--- src/prq_pkg.sv ---
// ----------------------------------------------------------------------------
// prq_pkg: shared types and codes of the priority ready queue
// Command and status codes, the beat structs of both channels, the token
// struct that travels along the row of level cells and the head-update struct.
// ----------------------------------------------------------------------------
package prq_pkg;

  localparam int IdW = 4;  // task id width, fixed by the command beat
  localparam int LvW = 4;  // level width, fixed by the command beat

  localparam logic [1:0] CMD_ENQ  = 2'd0;
  localparam logic [1:0] CMD_DEQ  = 2'd1;
  localparam logic [1:0] CMD_PEEK = 2'd2;
  localparam logic [1:0] CMD_NONE = 2'd3;

  localparam logic [1:0] ST_OK    = 2'd0;
  localparam logic [1:0] ST_EMPTY = 2'd1;
  localparam logic [1:0] ST_DUP   = 2'd2;

  typedef struct packed {
    logic [1:0]     command;
    logic [IdW-1:0] task_id;
    logic [LvW-1:0] priority_req;
  } prq_in_t;

  typedef struct packed {
    logic [1:0]     status;
    logic [IdW-1:0] out_task_id;
    logic [LvW-1:0] out_priority;
  } prq_out_t;

  // token passed from cell to cell, one cell per cycle
  typedef struct packed {
    logic           valid;
    logic [1:0]     op;         // CMD_NONE for a rejected or unused command
    logic [IdW-1:0] task_id;    // task to append
    logic [LvW-1:0] level;      // target level on enqueue, found level on dequeue
    logic           found;
    logic [IdW-1:0] head;       // head task of the found level
    logic           last;       // found head is also the tail
    logic           link;       // enqueue hit a nonempty level
    logic [IdW-1:0] prev_tail;  // old tail that needs a successor link
  } prq_tok_t;

  // head rewrite after a dequeue that leaves the level nonempty
  typedef struct packed {
    logic           en;
    logic [LvW-1:0] level;
    logic [IdW-1:0] head;
  } prq_upd_t;

endpackage

--- src/priority_ready_queue.sv ---
// ----------------------------------------------------------------------------
// priority_ready_queue: multilevel priority FIFO ready queue
// One FIFO of task ids per level, lower level more urgent; enqueue, dequeue
// of the most urgent head, and peek.
// ----------------------------------------------------------------------------
// A command is taken when start is high and busy is low; busy then stays high
// until its result has been driven. Every command gives one result beat, shown
// for exactly one cycle with out_valid, and the receiver cannot hold it off.
// Each command sends a token down a row of min(NUM_LEVELS,16) level cells, one
// cell per cycle, and a dequeue that leaves its level nonempty then also passes
// through a read state that fetches the successor from the link memory. busy is
// already low during the result beat, so the next command can be taken at the
// edge that ends it. No clearing pass is needed after reset.
// ----------------------------------------------------------------------------
module priority_ready_queue
  import prq_pkg::*;
#(
  parameter int NUM_TASKS  = 16,
  parameter int NUM_LEVELS = 16
) (
  input  logic     clk,
  input  logic     rst_n,
  input  logic     start,
  output logic     busy,
  input  prq_in_t  in_data,
  output logic     out_valid,
  output prq_out_t out_data
);

  // ids and levels cannot go past the 4-bit fields
  localparam int NTE = (NUM_TASKS < 16) ? NUM_TASKS : 16;
  localparam int NLE = (NUM_LEVELS < 16) ? NUM_LEVELS : 16;
  localparam int TIW = $clog2(NTE);

  localparam logic [1:0] S_IDLE = 2'd0;
  localparam logic [1:0] S_SCAN = 2'd1;
  localparam logic [1:0] S_READ = 2'd2;

  logic [1:0]     state_r, state_nxt;
  prq_tok_t       launch_r, launch_nxt;
  logic [1:0]     st_r, st_nxt;
  logic [NTE-1:0] queued_r, queued_nxt;
  logic           out_valid_r, out_valid_nxt;
  prq_out_t       out_data_r, out_data_nxt;
  logic [LvW-1:0] hold_level_r, hold_level_nxt;
  logic [IdW-1:0] hold_head_r, hold_head_nxt;

  prq_tok_t       tok [NLE+1];
  logic [NLE:0]   tok_valids;
  prq_tok_t       ret;
  prq_upd_t       upd;

  logic [IdW-1:0] next_task [NTE];
  logic           mem_we;
  logic [TIW-1:0] mem_wa;
  logic [IdW-1:0] mem_rd_r;

  logic           accept;
  logic           tid_ok;
  logic           dup;
  logic [LvW-1:0] sat_level;

  assign accept    = start && (state_r == S_IDLE);
  assign tid_ok    = ({28'd0, in_data.task_id} < NUM_TASKS);
  assign dup       = tid_ok && queued_r[in_data.task_id[TIW-1:0]];
  assign sat_level = ({28'd0, in_data.priority_req} >= NUM_LEVELS)
                     ? LvW'(NUM_LEVELS - 1) : in_data.priority_req;
  assign ret       = tok[NLE];

  assign tok[0] = launch_r;

  for (genvar i = 0; i < NLE; i++) begin : g_cell
    prq_cell u_cell (
      .clk        (clk),
      .rst_n      (rst_n),
      .cell_level (LvW'(i)),
      .tok_in     (tok[i]),
      .upd        (upd),
      .tok_out    (tok[i+1])
    );
  end

  for (genvar i = 0; i <= NLE; i++) begin : g_valid
    assign tok_valids[i] = tok[i].valid;
  end

  always_comb begin
    state_nxt      = state_r;
    launch_nxt     = launch_r;
    launch_nxt.valid = 1'b0;
    st_nxt         = st_r;
    queued_nxt     = queued_r;
    out_valid_nxt  = 1'b0;
    out_data_nxt   = '0;
    hold_level_nxt = hold_level_r;
    hold_head_nxt  = hold_head_r;
    mem_we         = 1'b0;
    mem_wa         = ret.prev_tail[TIW-1:0];
    upd            = '0;

    unique case (state_r)
      S_IDLE: begin
        if (accept) begin
          launch_nxt.valid     = 1'b1;
          launch_nxt.op        = in_data.command;
          launch_nxt.task_id   = in_data.task_id;
          launch_nxt.level     = sat_level;
          launch_nxt.found     = 1'b0;
          launch_nxt.head      = '0;
          launch_nxt.last      = 1'b0;
          launch_nxt.link      = 1'b0;
          launch_nxt.prev_tail = '0;
          st_nxt               = ST_OK;
          if (in_data.command == CMD_ENQ && (!tid_ok || dup)) begin
            launch_nxt.op = CMD_NONE;
            st_nxt        = dup ? ST_DUP : ST_OK;
          end
          state_nxt = S_SCAN;
        end
      end
      S_SCAN: begin
        if (ret.valid) begin
          state_nxt     = S_IDLE;
          out_valid_nxt = 1'b1;
          case (ret.op) inside
            CMD_ENQ: begin
              queued_nxt[ret.task_id[TIW-1:0]] = 1'b1;
              mem_we = ret.link;
            end
            CMD_DEQ, CMD_PEEK: begin
              if (!ret.found) begin
                out_data_nxt.status = ST_EMPTY;
              end else begin
                out_data_nxt.out_task_id  = ret.head;
                out_data_nxt.out_priority = ret.level;
                if (ret.op == CMD_DEQ) begin
                  queued_nxt[ret.head[TIW-1:0]] = 1'b0;
                  if (!ret.last) begin
                    // successor comes out of the link memory next cycle
                    out_valid_nxt  = 1'b0;
                    hold_level_nxt = ret.level;
                    hold_head_nxt  = ret.head;
                    state_nxt      = S_READ;
                  end
                end
              end
            end
            default: begin
              out_data_nxt.status = st_r;
            end
          endcase
        end
      end
      S_READ: begin
        upd.en                    = 1'b1;
        upd.level                 = hold_level_r;
        upd.head                  = mem_rd_r;
        out_valid_nxt             = 1'b1;
        out_data_nxt.out_task_id  = hold_head_r;
        out_data_nxt.out_priority = hold_level_r;
        state_nxt                 = S_IDLE;
      end
      default: begin
        state_nxt = S_IDLE;
      end
    endcase
  end

  // successor links, one entry per task
  always_ff @(posedge clk) begin
    if (mem_we) begin
      next_task[mem_wa] <= ret.task_id;
    end
    mem_rd_r <= next_task[ret.head[TIW-1:0]];
  end

  always_ff @(posedge clk) begin
    if (!rst_n) begin
      state_r        <= S_IDLE;
      launch_r.valid <= 1'b0;
      queued_r       <= '0;
      out_valid_r    <= 1'b0;
    end else begin
      state_r        <= state_nxt;
      launch_r.valid <= launch_nxt.valid;
      queued_r       <= queued_nxt;
      out_valid_r    <= out_valid_nxt;
    end
    launch_r.op        <= launch_nxt.op;
    launch_r.task_id   <= launch_nxt.task_id;
    launch_r.level     <= launch_nxt.level;
    launch_r.found     <= launch_nxt.found;
    launch_r.head      <= launch_nxt.head;
    launch_r.last      <= launch_nxt.last;
    launch_r.link      <= launch_nxt.link;
    launch_r.prev_tail <= launch_nxt.prev_tail;
    st_r               <= st_nxt;
    out_data_r         <= out_data_nxt;
    hold_level_r       <= hold_level_nxt;
    hold_head_r        <= hold_head_nxt;
  end

  assign busy      = (state_r != S_IDLE);
  assign out_valid = out_valid_r;
  assign out_data  = out_data_r;

  a_one_token: assert property (@(posedge clk) disable iff (!rst_n)
    $countones(tok_valids) <= 1)
    else $error("more than one token in the cell row");

  a_ret_in_scan: assert property (@(posedge clk) disable iff (!rst_n)
    ret.valid |-> state_r == S_SCAN)
    else $error("token returned outside of a scan");

  a_busy_after_accept: assert property (@(posedge clk) disable iff (!rst_n)
    (start && !busy) |=> busy && !out_valid)
    else $error("accepted beat did not raise busy");

  a_single_strobe: assert property (@(posedge clk) disable iff (!rst_n)
    out_valid |=> !out_valid)
    else $error("result strobe held for two cycles");

  a_empty_zero: assert property (@(posedge clk) disable iff (!rst_n)
    (out_valid && out_data.status == ST_EMPTY)
      |-> (out_data.out_task_id == '0 && out_data.out_priority == '0))
    else $error("empty result carries a task");

endmodule

--- src/prq_cell.sv ---
// ----------------------------------------------------------------------------
// prq_cell: one priority level of the ready queue
// Holds the head, tail and nonempty flag of its level FIFO. Appends, claims or
// peeks as the token passes by, and hands the token to the next cell each cycle.
// ----------------------------------------------------------------------------
module prq_cell
  import prq_pkg::*;
(
  input  logic           clk,
  input  logic           rst_n,
  input  logic [LvW-1:0] cell_level,
  input  prq_tok_t       tok_in,
  input  prq_upd_t       upd,
  output prq_tok_t       tok_out
);

  logic           nonempty_r, nonempty_nxt;
  logic [IdW-1:0] head_r, head_nxt;
  logic [IdW-1:0] tail_r, tail_nxt;
  prq_tok_t       tok_r, tok_nxt;

  always_comb begin
    nonempty_nxt = nonempty_r;
    head_nxt     = head_r;
    tail_nxt     = tail_r;
    tok_nxt      = tok_in;
    if (tok_in.valid) begin
      if (tok_in.op == CMD_ENQ && tok_in.level == cell_level) begin
        if (nonempty_r) begin
          tok_nxt.link      = 1'b1;
          tok_nxt.prev_tail = tail_r;
        end else begin
          head_nxt     = tok_in.task_id;
          nonempty_nxt = 1'b1;
        end
        tail_nxt = tok_in.task_id;
      end
      // first nonempty cell on the way wins
      if ((tok_in.op == CMD_DEQ || tok_in.op == CMD_PEEK) && !tok_in.found && nonempty_r) begin
        tok_nxt.found = 1'b1;
        tok_nxt.level = cell_level;
        tok_nxt.head  = head_r;
        tok_nxt.last  = (head_r == tail_r);
        if (tok_in.op == CMD_DEQ && head_r == tail_r) begin
          nonempty_nxt = 1'b0;
        end
      end
    end
    if (upd.en && upd.level == cell_level) begin
      head_nxt = upd.head;
    end
  end

  always_ff @(posedge clk) begin
    if (!rst_n) begin
      nonempty_r  <= 1'b0;
      tok_r.valid <= 1'b0;
    end else begin
      nonempty_r  <= nonempty_nxt;
      tok_r.valid <= tok_nxt.valid;
    end
    head_r         <= head_nxt;
    tail_r         <= tail_nxt;
    tok_r.op        <= tok_nxt.op;
    tok_r.task_id   <= tok_nxt.task_id;
    tok_r.level     <= tok_nxt.level;
    tok_r.found     <= tok_nxt.found;
    tok_r.head      <= tok_nxt.head;
    tok_r.last      <= tok_nxt.last;
    tok_r.link      <= tok_nxt.link;
    tok_r.prev_tail <= tok_nxt.prev_tail;
  end

  assign tok_out = tok_r;

endmodule
--- config.mk ---
export PLATFORM = sky130hd
export DESIGN_NAME = priority_ready_queue
export DESIGN_NICKNAME = d
export VERILOG_FILES = /design/src/prq_pkg.sv /design/src/priority_ready_queue.sv /design/src/prq_cell.sv
export SDC_FILE = /design/constraint.sdc
export NUM_CORES = 1
export LEC_CHECK = 0
export BUFFER_PORTS_ARGS = -buffer_cell sky130_fd_sc_hd__buf_2
export CORE_MARGIN = 2
export CORE_UTILIZATION = 25
export CTS_CLUSTER_SIZE = 30
export DETAILED_ROUTE_END_ITERATION = 8
export SLEW_MARGIN = 30
export SYNTH_ARGS = -nofsm -noshare
export SYNTH_HDL_FRONTEND = slang
export SYNTH_SLANG_ARGS = --single-unit
export TNS_END_PERCENT = 20
--- constraint.sdc ---
create_clock -name clk -period 3.3 [get_ports clk]
set_clock_uncertainty 0.2 [all_clocks]
set_input_delay 0.495 -clock clk [delete_from_list [all_inputs] [get_ports clk]]
set_output_delay 0.495 -clock clk [all_outputs]
set_load 0.05 [all_outputs]
==> metrics.md <==
| Metric | Value |
|---|---|
| Mapped Area | 21,200 µm² |
| FF-to-FF End | g_cell[6].u_cell.head_r[1] |
| Critical path's largest stage delay | 0.55 ns |
| Slew Limit Fails | 0 |
| Final Setup Violations | 0 |
| Mean post-synth cell area | 14.2 µm² |
| 1st-pass router iterations | 5 |
| PD cells | 628 nW/µm² |
| Die height | 295 µm |
| Die ar. | 87,300 µm² |
| Leakage | 0.00949 µW |
| Share of layout cells above drive strength 1 | 21.0% |
| Yosys top cell area share | 37.9% |
| Slew headroom | 37.7% |
| Number of global-route vias before repair | 11,900 |
| First-pass GRT wire length | 70,100 µm |
| Die width | 295 µm |
| VDD IR-drop max | 0.481 mV |
| Port buffer count | 24 |
| Min-Delay Path Depth | 1 |
| Nets | 1,627 |
| Worst EP arrival | 2.82 ns |
| Setup CP Type | flip-flop to flip-flop |
| Clock transition at the registers of the reported paths | 0.06 ns |
| Gpl congestion | 0.803 |
| Top-level I/O count | 25 |
| Critical path's top delay family | simple AND/OR/NAND/NOR gates |
| Synthesis-stage register bit count | 613 |
| Clock latency on the worst-skew pair | 0.63 ns |
| CTS tree | done |
| Combinational group share of total power | 1.9% |
| Clock group share of total power | 45.9% |
| Starting density of the core | 25.3% |
| Crit path buffers/inverters | 2 |
| Sw Ratio | 20.8% |
| Clock buffer depth | 3 |
| Worst path required time | 3.48 ns |
| Reg2Reg Depth | 6 |
| Worst Tran Pin Value | 0.933 ns |
| Wire per inst | 16.3 µm |
| Final Critical Period | 2.65 ns |
| Critical-path cell with the highest stage delay | nor3b_1 |
| Maximum Capacitance Violations | 0 |
| RSZ-0062 raised after global routing | no |
| Synth top area cells | dfxtp_1 (38%), edfxtp_1 (30%), mux2_2 (8.7%), xnor2_1 (2.6%), ha_1 (2.4%) |
| DRT iter0 DRCs | 723 |
| Setup crit start kind | flip-flop |
| Crit path cell chain | inv_1 > ha_1 > buf_4 > nor3b_1 > nor2b_1 > mux2_2 |
| Clk sink count | 613 |
| Num CTS Buffers | 61 |
| Internal power | 12,400 µW |
| Core Region | 83,800 µm² |
| R2r setup slk | 0.65 ns |
| DPL Wire Length | 32,400 µm |
| Cell taking the most area after synthesis | dfxtp_1 |
| # diodes | 0 |
| Hold Path End | launch_r[15] |
| CP Max Fanout | 20 |
| Initial antenna violation count | 2 |
| Area grow syn2layout | 17.8% |
| Rows | 106 |
| Via-to-Cell Ratio | 4.14 |
| Fmax | 0.378 GHz |
| Hold wc startpoint | in_data[4] |
| Post-CTS Setup Repair Bufs | 0 |
| Outcome | complete, no violations |
| Routed WL | 45,100 µm |
| Antenna violation net count after detailed routing | 0 |
| DRC viols | 0 |
| Sequential area share after synthesis | 67.7% |
| Flop pwr share | 52.1% |
| Total Power | 15,700 µW |
| Ys flop type | dfxtp_1 |
| Ys async rst share | 0% |
| CP Capture Type | flip-flop |
| Pin count of the biggest net entering global routing | 35 |
| GRT Overall Usage | 10.4% |
| Post-Synthesis Net Count | 1,553 |
| Psw | 3280 µW |
| Fin. Hold Viols | 0 |
| Worst r2r src | state_r[0] |
| Layout Utilization | 29.9% |
| Root Buffer | clkbuf_16 |
| Gate Count Post-Synth | 1,500 |
| Setup TNS | 0 ns |
| # H-tree levels | 2 |
| DR vias | 11,400 |
| Netlist cell types | 58 |
| Grt total ovfl | 0 |
| YS warnings | 0 |
| Hold crit path type | primary input to flip-flop |
| Post-synth EDFFs | 211 |
| Period utilisation layout | 80.2% |
cells in the mapped netlist, types with 10 or more instances:
cell type and number:
a211oi_1 12, a21o_1 24, a21oi_1 31, and2_1 59
and3_1 11, clkbuf_1 28, dfxtp_1 402, edfxtp_1 211
ha_1 40, inv_1 59, mux2_2 164, mux4_1 15
nand2_1 44, nand2b_1 77, nand3_1 17, nand4_1 20
nor2_1 49, nor2b_1 13, nor3b_1 10, o21ai_0 43
or2_2 14, xnor2_1 62
registers in the layout (all words and copies together), names as in the netlist:
| register | count |
|---|---|
| g_cell.u_cell.tok_out | 352 |
| g_cell.u_cell.head_r | 64 |
| g_cell.u_cell.tail_r | 64 |
| next_task | 64 |
| g_cell.u_cell.nonempty_r | 16 |
| queued_r | 16 |
| launch_r | 11 |
| out_data | 10 |
| hold_head_r | 4 |
| hold_level_r | 4 |
| mem_rd_r | 4 |
| state_r | 2 |
| out_valid | 1 |
| st_r | 1 |
cells by family (layout without fill, tap and decap cells):
logic type | count (synthesis) | in the layout | synth area share, %
flip-flops | 613 | 613 | 67.7
AND/OR/NAND/NOR | 352 | 352 | 9.62
multiplexers | 195 | 195 | 11.8
AO/OA/AOI/OAI | 136 | 136 | 3.97
buffers and inverters | 100 | 227 | 1.87
XOR/XNOR | 64 | 64 | 2.64
adder cells (fa/ha/maj) | 40 | 40 | 2.36
what timing repair did:
action	in CTS	in global routing
hold buffers	11	0
hold endpoints to repair	11	0
gates resized for setup	0	0
cells in the final DEF (no fill, tap or decap), types with 31 or more instances in the layout:
cell type,n
dfxtp_1,402
xnor2_1,62
mux2_2,164
and2_1,59
o21ai_0,43
nand2_1,44
nor2_1,49
clkbuf_16,67
ha_1,40
inv_1,59
edfxtp_1,211
a21oi_1,31
nand2b_1,77
through the flow:
step	worst slack [ns]	hold slack (ns)	std cells	area, µm²
6_report	0.652	0.0398	2761	25000
3_3_place_gp	0.738	0.135	2634	22700
3_5_place_dp	0.610	0.151	2634	22700
5_1_grt	0.438	0.0132	2761	25000
4_1_cts	0.615	0.00301	2761	25000
2_1_floorplan	0.876	0.131	1500	21200
power by group through the flow:
stage | clock (µW) | combinational, µW | sequential (µW)
global placement | 0 | 280 | 8350
CTS | 7390 | 306 | 8190
finish | 7220 | 303 | 8190
floorplan | 0 | 214 | 8260
detailed placement | 0 | 293 | 8350
global route | 7700 | 342 | 8210
layout make-up:
class | instances | area (µm²)
clock inverters | 38 | 439
well taps | 1134 | 1420
inverters | 60 | 225
clock buffers | 78 | 1750
fillers | 8414 | 58800
multi-input cells | 787 | 6460
flip-flops and latches | 613 | 14400
repair buffers | 51 | 350
worst register-to-register path, delay by kind of cell (launching register included):
kind | cells | cell delay [ns]
AND/OR/NAND/NOR | 2 | 1.00
buffers and inverters | 2 | 0.33
adder cells (fa/ha/maj) | 1 | 0.15
flip-flops | 1 | 0.33
multiplexers | 1 | 0.39
routing by layer:
metal	wire [µm]	up-vias	track usage (%)	share of wire, %
met1	21100	5647	14.0	47
met4	1050	2	3.19	2.3
met5	13	-	0	0.029
met3	2110	77	2.14	4.7
li1	-	5452	-	-
met2	20800	244	16.7	46
worst max-delay path by stage:
stage / cells past startpoint / end / start
3_3_place_gp: 6 / g_cell[6].u_cell.head_r[0] / state_r[0]
3_5_place_dp: 6 / g_cell[6].u_cell.head_r[0] / state_r[0]
5_1_grt: 6 / g_cell[6].u_cell.head_r[0] / state_r[0]
2_1_floorplan: 6 / g_cell[0].u_cell.head_r[0] / launch_r[19]
4_1_cts: 6 / g_cell[6].u_cell.head_r[0] / state_r[0]
6_report: 6 / g_cell[6].u_cell.head_r[1] / state_r[0]
Note: power is estimated with default switching activity, not from simulation.
